===== src/rtl/fpa_pkg.sv =====
// ----------------------------------------------------------------------------
// fpa_pkg
// Shared constants, opcode codes and decoded-op types for the fixed-point ALU.
// ----------------------------------------------------------------------------
package fpa_pkg;

	localparam int FRAC_BITS  = 8;
	localparam int WORD_W     = 32;
	localparam int CMD_W      = 4;

	localparam int S_FIELDS_W = CMD_W + 2 * WORD_W;
	localparam int S_TDATA_W  = ((S_FIELDS_W + 7) / 8) * 8;
	localparam int M_FIELDS_W = 2 * WORD_W + 1;
	localparam int M_TDATA_W  = ((M_FIELDS_W + 7) / 8) * 8;

	// divider: quotient bits resolved per pipeline stage
	localparam int DIV_BPS    = 2;
	localparam int DIV_STAGES = (WORD_W + FRAC_BITS + DIV_BPS - 1) / DIV_BPS;
	localparam int DIV_BITS   = DIV_STAGES * DIV_BPS;

	// queue between front and back, power of two
	localparam int QDEPTH     = 4;
	localparam int QPTR_W     = $clog2(QDEPTH);
	localparam int QCNT_W     = $clog2(QDEPTH + 1);

	// back end: setup stage, divider stages, output register
	localparam int PIPE_DEPTH = DIV_STAGES + 2;

	typedef enum logic [CMD_W-1:0] {
		CMD_LT      = 4'd0,
		CMD_GT      = 4'd1,
		CMD_LE      = 4'd2,
		CMD_GE      = 4'd3,
		CMD_EQ      = 4'd4,
		CMD_NE      = 4'd5,
		CMD_ADD     = 4'd6,
		CMD_SUB     = 4'd7,
		CMD_MUL     = 4'd8,
		CMD_DIV     = 4'd9,
		CMD_PREINC  = 4'd10,
		CMD_POSTINC = 4'd11,
		CMD_PREDEC  = 4'd12,
		CMD_POSTDEC = 4'd13
	} fpa_cmd_t;

	typedef enum logic [2:0] {
		UNIT_NONE,
		UNIT_CMP,
		UNIT_ADD,
		UNIT_MUL,
		UNIT_DIV,
		UNIT_STEP
	} fpa_unit_t;

	typedef struct packed {
		fpa_unit_t unit;
		logic      sub;     // subtract / decrement
		logic      pre;     // step ops: value is the new a
		logic      sel_lt;  // compare: flag set when a < b
		logic      sel_eq;
		logic      sel_gt;
	} fpa_uop_t;

	typedef struct packed {
		fpa_uop_t          uop;
		logic [WORD_W-1:0] a;
		logic [WORD_W-1:0] b;
	} fpa_item_t;

endpackage


===== src/rtl/fpa_front.sv =====
// ----------------------------------------------------------------------------
// fpa_front
// Input side: takes transactions and decodes the opcode into a micro-op.
// ----------------------------------------------------------------------------
module fpa_front import fpa_pkg::*; (
	input  logic                 s_tvalid,
	output logic                 s_tready,
	input  logic [S_TDATA_W-1:0] s_tdata,
	input  logic                 q_full,
	output logic                 push,
	output fpa_item_t            item
);

	fpa_cmd_t cmd;
	fpa_uop_t uop;

	assign cmd = fpa_cmd_t'(s_tdata[CMD_W-1:0]);

	always_comb begin
		uop      = '0;
		uop.unit = UNIT_NONE;
		unique case (cmd)
			CMD_LT: begin
				uop.unit   = UNIT_CMP;
				uop.sel_lt = 1'b1;
			end
			CMD_GT: begin
				uop.unit   = UNIT_CMP;
				uop.sel_gt = 1'b1;
			end
			CMD_LE: begin
				uop.unit   = UNIT_CMP;
				uop.sel_lt = 1'b1;
				uop.sel_eq = 1'b1;
			end
			CMD_GE: begin
				uop.unit   = UNIT_CMP;
				uop.sel_gt = 1'b1;
				uop.sel_eq = 1'b1;
			end
			CMD_EQ: begin
				uop.unit   = UNIT_CMP;
				uop.sel_eq = 1'b1;
			end
			CMD_NE: begin
				uop.unit   = UNIT_CMP;
				uop.sel_lt = 1'b1;
				uop.sel_gt = 1'b1;
			end
			CMD_ADD: begin
				uop.unit = UNIT_ADD;
			end
			CMD_SUB: begin
				uop.unit = UNIT_ADD;
				uop.sub  = 1'b1;
			end
			CMD_MUL: begin
				uop.unit = UNIT_MUL;
			end
			CMD_DIV: begin
				uop.unit = UNIT_DIV;
			end
			CMD_PREINC: begin
				uop.unit = UNIT_STEP;
				uop.pre  = 1'b1;
			end
			CMD_POSTINC: begin
				uop.unit = UNIT_STEP;
			end
			CMD_PREDEC: begin
				uop.unit = UNIT_STEP;
				uop.sub  = 1'b1;
				uop.pre  = 1'b1;
			end
			CMD_POSTDEC: begin
				uop.unit = UNIT_STEP;
				uop.sub  = 1'b1;
			end
			default: begin
				uop.unit = UNIT_NONE;
			end
		endcase
	end

	assign s_tready = !q_full;
	assign push     = s_tvalid && s_tready;
	assign item.uop = uop;
	assign item.a   = s_tdata[CMD_W +: WORD_W];
	assign item.b   = s_tdata[CMD_W + WORD_W +: WORD_W];

endmodule


===== config.mk =====
export PLATFORM = sky130hd
export DESIGN_NAME = fpa_front
export DESIGN_NICKNAME = d
export VERILOG_FILES = /design/src/rtl/fpa_pkg.sv /design/src/rtl/fpa_front.sv
export SDC_FILE = /design/constraint.sdc
export NUM_CORES = 1
export LEC_CHECK = 0
export BUFFER_PORTS_ARGS = -buffer_cell sky130_fd_sc_hd__buf_2
export CAP_MARGIN = 20
export CELL_PAD_IN_SITES_DETAIL_PLACEMENT = 1
export CELL_PAD_IN_SITES_GLOBAL_PLACEMENT = 2
export CORE_MARGIN = 8
export CORE_UTILIZATION = 10
export DETAILED_ROUTE_END_ITERATION = 8
export GPL_TIMING_DRIVEN = 0
export PLACE_DENSITY = 0.95
export SETUP_SLACK_MARGIN = 0.4
export SLEW_MARGIN = 20
export SYNTH_ARGS = -nofsm -noshare
export SYNTH_HDL_FRONTEND = slang
export SYNTH_SLANG_ARGS = --single-unit

===== constraint.sdc =====
create_clock -name vclk -period 0.95
set_clock_uncertainty 0.15 [all_clocks]
set_input_delay 0.19 -clock vclk [all_inputs]
set_output_delay 0.19 -clock vclk [all_outputs]
set_load 0.01 [all_outputs]

==> flow_metrics.tcl <==
set metrics [dict create \
    grt_pass1_wl_mm 4.97 \
    end_kind "output port" \
    fp.dieW_um 94.6 \
    io-pin-count 148 \
    yosysMostFrequentCell "buf_4" \
    cellPowerDensity_mw_per_mm2 463 \
    synth_top_cell_by_area "buf_4" \
    synth_top_area_frac 0.777 \
    clkPwrFrac 0 \
    maxCapViolCount 0 \
    start_util 0.104 \
    synth_common_cells "buf_4, nand2b_1, o21ai_1, o22ai_1" \
    violations "setup timing" \
    syn_area_per_cell_sq_um 7.27 \
    rows 28 \
    gp_congestion 0.657 \
    drive_gt1_frac 0.933 \
    fin_util 0.318 \
    cts_hold_buffers 0 \
    seq_cells 0 \
    p_int_mw 0.608 \
    switching_share 0.307 \
    syn-num-nets 159 \
    final.setup.worst_slack_ns -0.258 \
    relSlewSlack 0.894 \
    critical_path_required_ns 0.61 \
    critical_path_class "input port to output port" \
    synthDistinctLibCells 16 \
    portBuffers 79 \
    status "finished with violations" \
    p_seq_frac 0 \
    routed_via_density 3.28 \
    post-route-period-util 1.27 \
    ys_warn_count 0 \
    firstDrtPassIters 4 \
    grt_usage 0.0678 \
    worstMarginPinSlew_ns 0.158 \
    postSynthCellCount 85 \
    stdcell_area_sq_mm 0.00189 \
    antenna_found_initial 0 \
    hpwl_mm 3.06 \
    hold_viol 0 \
    wl_per_cell_um 14.2 \
    wl_mm 3.41 \
    crit_path_start_kind "input port" \
    max_freq_ghz 0.828 \
    seqCellArea_sq_um 0 \
    coreArea_sq_mm 0.00596 \
    finalNetCount 241 \
    grt_pass1_vias 944 \
    grt_setup_unrepaired "true" \
    ys_seq_area_frac 0 \
    antenna_left 0 \
    fill_cells 682 \
    switchingPower_mw 0.269 \
    peakVddDrop_uv 155 \
    comb_power_share 1.000 \
    dieArea_sq_mm 0.00895 \
    drc 0 \
    fin_crit_ns 1.21 \
    leakage_nw 0.953 \
    grt_overflow 0 \
    synthesis.area_sq_um 618 \
    synthTopCellsByArea "buf_4, nand2b_1, o22ai_1, buf_6, o211a_1" \
    dp_slack_ns -0.344 \
    syn2layout_area_growth_pct 206 \
    critPathArrivalTime_ns 0.87 \
    drt-initial-drc-count 4 \
    hold_path_class "input port to output port" \
    vias 786 \
    diodes 0 \
    critPathMaxFanout 3 \
    n_clock_buffer 0 \
    drv_slew 0 \
    setup_viol 8 \
    grt_max_degree 10 \
    dpl_cell_area_sq_mm 0.00138 \
    die_y_um 94.6 \
]
[path summary, 6_finish.rpt]
check / startpoint / endpoint / slack [ns] / depth (start not counted)
min: s_tdata[12] / item[40] / 0.38 / 2
max: s_tdata[0] / item[71] / -0.26 / 4
[placed cells by master, fill, tap and decap left out]
cell      synthesis  routed
buf_6             1     131
buf_2             0       7
buf_8             0       4
nand2b_1          5       3
buf_12            0       2
o22ai_1           2       2
nand2b_4          0       2
o21ai_2           0       2
nand2_1           1       1
or2_4             0       1
o21a_1            1       1
o211a_1           1       1
xnor2_1           1       1
nor3b_2           0       1
or3_4             0       1
inv_12            0       1
nor2b_4           0       1
nand3b_1          1       1
a21oi_1           1       1
buf_4            64       1
[repair_timing]
item	4_1_cts	5_1_grt
setup endpoints to repair	74	74
pin swaps	4	1
endpoints found under the hold margin	0	0
gates resized for setup	84	4
setup buffers	1	0
[through the flow]
step                      power, mW  TNS [ns]  hold slack (ns)  cells
after floorplan               0.434    -0.307            0.244     85
after global placement        0.628     -1.97            0.405    239
after detailed placement      0.642     -2.05            0.405    239
after CTS                     0.881     -1.55            0.383    240
after global routing          0.932     -1.76            0.385    240
final                         0.877     -1.46            0.382    240
[cell families (layout without fill, tap and decap cells)]
family	after synthesis	in the layout	share of synthesized area
buffers and inverters	66	146	0.802
and+or+nand+nor	11	11	0.111
AOI/OAI and AO/OA	7	7	0.0729
xor gates and xnor gates	1	1	0.0142
[critical path: stages]
cell     delay [ns]
buf_8          0.10
or2_4          0.25
o211a_1        0.21
buf_6          0.12
[layout make-up]
class / instances / area [sq um] / area share
well taps: 75 / 93.8 / 0.0496
plain buffers: 65 / 744 / 0.393
multi-input cells: 19 / 165 / 0.0872
inverters: 1 / 16.3 / 0.00859
repair buffers: 80 / 873 / 0.461
[power by group through the flow]
stage / logic (mW) / clock network (mW) / registers, mW
finish: 0.877 / 0 / 0
global route: 0.932 / 0 / 0
CTS: 0.881 / 0 / 0
detailed placement: 0.642 / 0 / 0
global placement: 0.628 / 0 / 0
floorplan: 0.434 / 0 / 0
[per-layer routing]
layer,up-vias,GRT usage,part of all wire
li1,363,-,-
met1,340,0.0576,0.26
met4,0,0,0
met3,0,0.0389,0.20
met2,83,0.139,0.54
met5,-,0,0
Note: power is estimated with default switching activity, not from simulation.
