$ cat src/rtl/fpa_pkg.sv
// ----------------------------------------------------------------------------
// fpa_pkg
// Shared constants, opcode codes and decoded-op types for the fixed-point ALU.
// ----------------------------------------------------------------------------
package fpa_pkg;

	localparam int FRAC_BITS  = 8;
	localparam int WORD_W     = 32;
	localparam int CMD_W      = 4;

	localparam int S_FIELDS_W = CMD_W + 2 * WORD_W;
	localparam int S_TDATA_W  = ((S_FIELDS_W + 7) / 8) * 8;
	localparam int M_FIELDS_W = 2 * WORD_W + 1;
	localparam int M_TDATA_W  = ((M_FIELDS_W + 7) / 8) * 8;

	// divider: quotient bits resolved per pipeline stage
	localparam int DIV_BPS    = 2;
	localparam int DIV_STAGES = (WORD_W + FRAC_BITS + DIV_BPS - 1) / DIV_BPS;
	localparam int DIV_BITS   = DIV_STAGES * DIV_BPS;

	// queue between front and back, power of two
	localparam int QDEPTH     = 4;
	localparam int QPTR_W     = $clog2(QDEPTH);
	localparam int QCNT_W     = $clog2(QDEPTH + 1);

	// back end: setup stage, divider stages, output register
	localparam int PIPE_DEPTH = DIV_STAGES + 2;

	typedef enum logic [CMD_W-1:0] {
		CMD_LT      = 4'd0,
		CMD_GT      = 4'd1,
		CMD_LE      = 4'd2,
		CMD_GE      = 4'd3,
		CMD_EQ      = 4'd4,
		CMD_NE      = 4'd5,
		CMD_ADD     = 4'd6,
		CMD_SUB     = 4'd7,
		CMD_MUL     = 4'd8,
		CMD_DIV     = 4'd9,
		CMD_PREINC  = 4'd10,
		CMD_POSTINC = 4'd11,
		CMD_PREDEC  = 4'd12,
		CMD_POSTDEC = 4'd13
	} fpa_cmd_t;

	typedef enum logic [2:0] {
		UNIT_NONE,
		UNIT_CMP,
		UNIT_ADD,
		UNIT_MUL,
		UNIT_DIV,
		UNIT_STEP
	} fpa_unit_t;

	typedef struct packed {
		fpa_unit_t unit;
		logic      sub;     // subtract / decrement
		logic      pre;     // step ops: value is the new a
		logic      sel_lt;  // compare: flag set when a < b
		logic      sel_eq;
		logic      sel_gt;
	} fpa_uop_t;

	typedef struct packed {
		fpa_uop_t          uop;
		logic [WORD_W-1:0] a;
		logic [WORD_W-1:0] b;
	} fpa_item_t;

endpackage

$ cat src/rtl/fpa_queue.sv
// ----------------------------------------------------------------------------
// fpa_queue
// Short flop-based FIFO of decoded items between the front and back ends.
// ----------------------------------------------------------------------------
module fpa_queue import fpa_pkg::*; (
	input  logic      clk,
	input  logic      arst_n,
	input  logic      push,
	input  fpa_item_t push_item,
	output logic      full,
	input  logic      pop,
	output logic      valid,
	output fpa_item_t head
);

	fpa_item_t         mem_q [QDEPTH];
	logic [QPTR_W-1:0] wr_ptr_q;
	logic [QPTR_W-1:0] rd_ptr_q;
	logic [QCNT_W-1:0] cnt_q;

	always_ff @(posedge clk or negedge arst_n) begin
		if (!arst_n) begin
			wr_ptr_q <= '0;
			rd_ptr_q <= '0;
			cnt_q    <= '0;
		end else begin
			if (push) begin
				wr_ptr_q <= wr_ptr_q + QPTR_W'(1);
			end
			if (pop) begin
				rd_ptr_q <= rd_ptr_q + QPTR_W'(1);
			end
			case ({push, pop})
				2'b10:   cnt_q <= cnt_q + QCNT_W'(1);
				2'b01:   cnt_q <= cnt_q - QCNT_W'(1);
				default: cnt_q <= cnt_q;
			endcase
		end
	end

	always_ff @(posedge clk) begin
		if (push) begin
			mem_q[wr_ptr_q] <= push_item;
		end
	end

	assign full  = (cnt_q == QCNT_W'(QDEPTH));
	assign valid = (cnt_q != '0);
	assign head  = mem_q[rd_ptr_q];

endmodule

$ cat config.mk
export PLATFORM = sky130hd
export DESIGN_NAME = fpa_queue
export DESIGN_NICKNAME = d
export VERILOG_FILES = /design/src/rtl/fpa_pkg.sv /design/src/rtl/fpa_queue.sv
export SDC_FILE = /design/constraint.sdc
export NUM_CORES = 1
export LEC_CHECK = 0
export BUFFER_PORTS_ARGS = -buffer_cell sky130_fd_sc_hd__buf_2
export CAP_MARGIN = 5
export CORE_ASPECT_RATIO = 0.8
export CORE_MARGIN = 5
export CORE_UTILIZATION = 57
export CTS_CLUSTER_SIZE = 8
export DETAILED_ROUTE_END_ITERATION = 12
export PLACE_DENSITY = 0.79
export SYNTH_ARGS = -nofsm -noshare
export SYNTH_HDL_FRONTEND = slang
export SYNTH_SLANG_ARGS = --single-unit
$ cat constraint.sdc
create_clock -name clk -period 3.4 [get_ports clk]
set_input_delay 0 -clock clk [delete_from_list [all_inputs] [get_ports clk]]
set_output_delay 0 -clock clk [all_outputs]
set_load 0.02 [all_outputs]
==> metrics.yaml <==
clock_network:
  h-tree-depth: 2
  cts_buffers: 42
  postCtsResizedCells: 0
  clkTransAtPathRegs_ns: 0.05
  cts_tree: "done"
  cts_root_buf: "clkbuf_16"
  clk_latency_ns: 0.52
  clock-sinks: 295
  cts_max_path_buffers: 3
timing:
  final.min_clock_period_ns: 2.498
  grt_setup_unrepaired: "false"
  relSlewSlack_pct: 26.91
  holdWs_ns: 0.2268
  fin_tns_setup_ns: 0
  worst_slack_ns: 0.9023
  clock_skew_ns: 0.02131
  finalHoldViolCount: 0
  tightest_slew_ns: 1.096
  setup_violations: 0
  timing.final.crit_share_pct: 73.46
  maxSlewViolCount: 0
  fmax_mhz: 400.4
flow_run:
  drv_cap: 0
detailed_routing:
  drc: 0
  viasPerCell: 5.570
  wl_mm: 21.11
  num_vias: 5202
  drtPass1Iterations: 4
  routedWlPerCell_microns: 22.60
  ant_nets: 0
  drtIter0Drc: 475
grt:
  antenna_found_initial: 0
  grt_util_all_layers_pct: 20.24
  grt_max_degree: 74
  overflow: 0
  grt_pass1_wl_mm: 33.33
  grt_pass1_vias: 5855
floorplan:
  die_w_microns: 163.8
  initial_core_util_pct: 57.39
  std_cell_rows: 45
  io_pins: 150
  die_h_microns: 133.1
  dieArea_sq_mm: 0.02180
  core_sq_mm: 0.01881
placed_design:
  dp_hpwl_mm: 11.22
  gp_congestion: 0.7018
  port_buffers: 149
  dp_slack_ns: 1.333
worst_setup_path:
  cpLargestDelayFamily: "flip-flops"
  cp.arrival_ns: 2.50
  path_buf_inv: 2
  slowest_delay_ns: 0.76
  crit_required_ns: 3.40
  crit_chain: "buf_12 > mux4_2 > buf_2"
  startpoint_type: "register"
  cp_max_fo: 49
  crit_path_top_delay_cell: "dfrtp_4"
  end_kind: "output pin"
  worstSetupPathType: "register to output pin"
finish:
  syn_to_final_growth_pct: 26.56
  nets: 750
  drive_gt1_share_pct: 40.68
  antennaDiodeCount: 0
  n_fill_cell: 1098
run_status:
  status: "completed"
yosys:
  synth_cells: 412
  ys_warn_count: 0
  synth-seq-cells: 295
  avgSynthCellArea_sq_um: 26.20
  synth.net_count: 494
  ys_types: 18
  seq_area_frac_synth_pct: 81.75
  syn_area_sq_mm: 0.01079
power:
  pwr_density_cell_mw_per_mm2: 888.4
  peakVddDrop_mv: 0.6096
  report.power.total_uw: 12140
  power.leakage_uw: 0.004784
worst_hold_path:
  hold_path.class: "primary input to register"
[area by class of cell]
cell class	count	area, sq um	area share [%]
Sequential cell	295	8831	64.65
Tap cell	258	322.8	2.363
Inverter	6	22.52	0.1649
Timing Repair Buffer	228	1541	11.29
Clock inverter	3	33.78	0.2473
Multi-Input combinational cell	95	1831	13.40
Clock buffer	49	1077	7.887
[cell families (layout without fill, tap and decap cells)]
| family | Yosys count | after routing | share of synthesized area, % |
|---|---|---|---|
| flops | 295 | 295 | 81.75 |
| mux | 73 | 73 | 15.12 |
| buf+inv | 22 | 286 | 1.380 |
| simple gates | 9 | 9 | 0.4522 |
| fa+ha+maj | 6 | 6 | 0.7651 |
| xor+xnor | 6 | 6 | 0.4869 |
| compound gates | 1 | 1 | 0.04633 |
[worst register-to-register path, delay by kind of cell, from the launching register on]
family        cells  cell delay (ns)
buf+inv           1             0.11
flops             1             0.42
simple gates      1             0.83
fa+ha+maj         1             0.16
[synth_stat cells]
cell	count	area share, %
or3_1	1	0.058
fa_1	1	0.19
and3_1	1	0.058
xnor2_1	2	0.16
dfrtp_1	7	1.6
ha_1	5	0.58
inv_1	6	0.21
buf_4	1	0.070
edfxtp_1	288	80
nor2_1	1	0.035
buf_6	7	0.73
nand2_1	2	0.070
mux4_2	72	15
xor2_1	4	0.32
mux2i_1	1	0.093
and2_1	4	0.23
o21ai_0	1	0.046
buf_2	8	0.37
[metrics by stage]
step / util [%] / std cells / area, sq um
2_1_floorplan: - / 412 / 10790
3_3_place_gp: 62.68 / 806 / 11790
3_5_place_dp: 62.68 / 806 / 11790
4_1_cts: 72.63 / 934 / 13660
5_1_grt: 72.63 / 934 / 13660
6_report: 72.63 / 934 / 13660
[flip-flops by register name (all words and copies together) (netlist names)]
| name | flops |
|---|---|
| cnt_q | 3 |
| mem_q | 288 |
| wr_ptr_q | 2 |
| rd_ptr_q | 2 |
[report_power, final]
group | internal [uW] | total [uW] | switching (uW)
Sequential | 4790 | 5230 | 440
Clock | 2200 | 3550 | 1350
Combinational | 1460 | 3360 | 1900
[placed cells by master, fill, tap and decap left out, drive strengths merged]
master / synthesis / layout
buf: 16 / 152
fa: 1 / 1
clkbuf: 0 / 49
o21ai: 1 / 1
clkinv: 0 / 1
xor2: 4 / 4
nor2: 1 / 1
or3: 1 / 1
ha: 5 / 5
and3: 1 / 1
and2: 4 / 4
dlygate4sd3: 0 / 76
mux4: 72 / 72
edfxtp: 288 / 288
nand2: 2 / 2
mux2i: 1 / 1
xnor2: 2 / 2
inv: 6 / 8
dfrtp: 7 / 7
[metal layers]
| layer | up-vias | track usage, % | part of all wire [%] |
|---|---|---|---|
| met2 | 188 | 34.49 | 52 |
| met4 | 0 | 5.449 | 1.6 |
| li1 | 2263 | - | - |
| met3 | 33 | 4.360 | 7.5 |
| met1 | 2718 | 26.89 | 39 |
| met5 | - | 0 | 0 |
[worst paths after layout]
check / slack, ns / depth (start not counted) / to / from
max: 0.90 / 3 / head[71] / rd_ptr_q[0]
min: 0.23 / 2 / mem_q[2][57] / push_item[57]
max reg2reg: 1.40 / 3 / mem_q[0][5] / wr_ptr_q[0]
min reg2reg: 0.49 / 1 / cnt_q[2] / cnt_q[2]
max in group asynchronous: 2.65 / 3 / rd_ptr_q[0] / arst_n
min in group asynchronous: 0.47 / 3 / rd_ptr_q[1] / arst_n
[repair_timing]
action	4_1_cts	5_1_grt
setup buffers	0	0
hold buffers	76	0
hold endpoints to repair	301	0
Note: power is estimated with default switching activity, not from simulation.
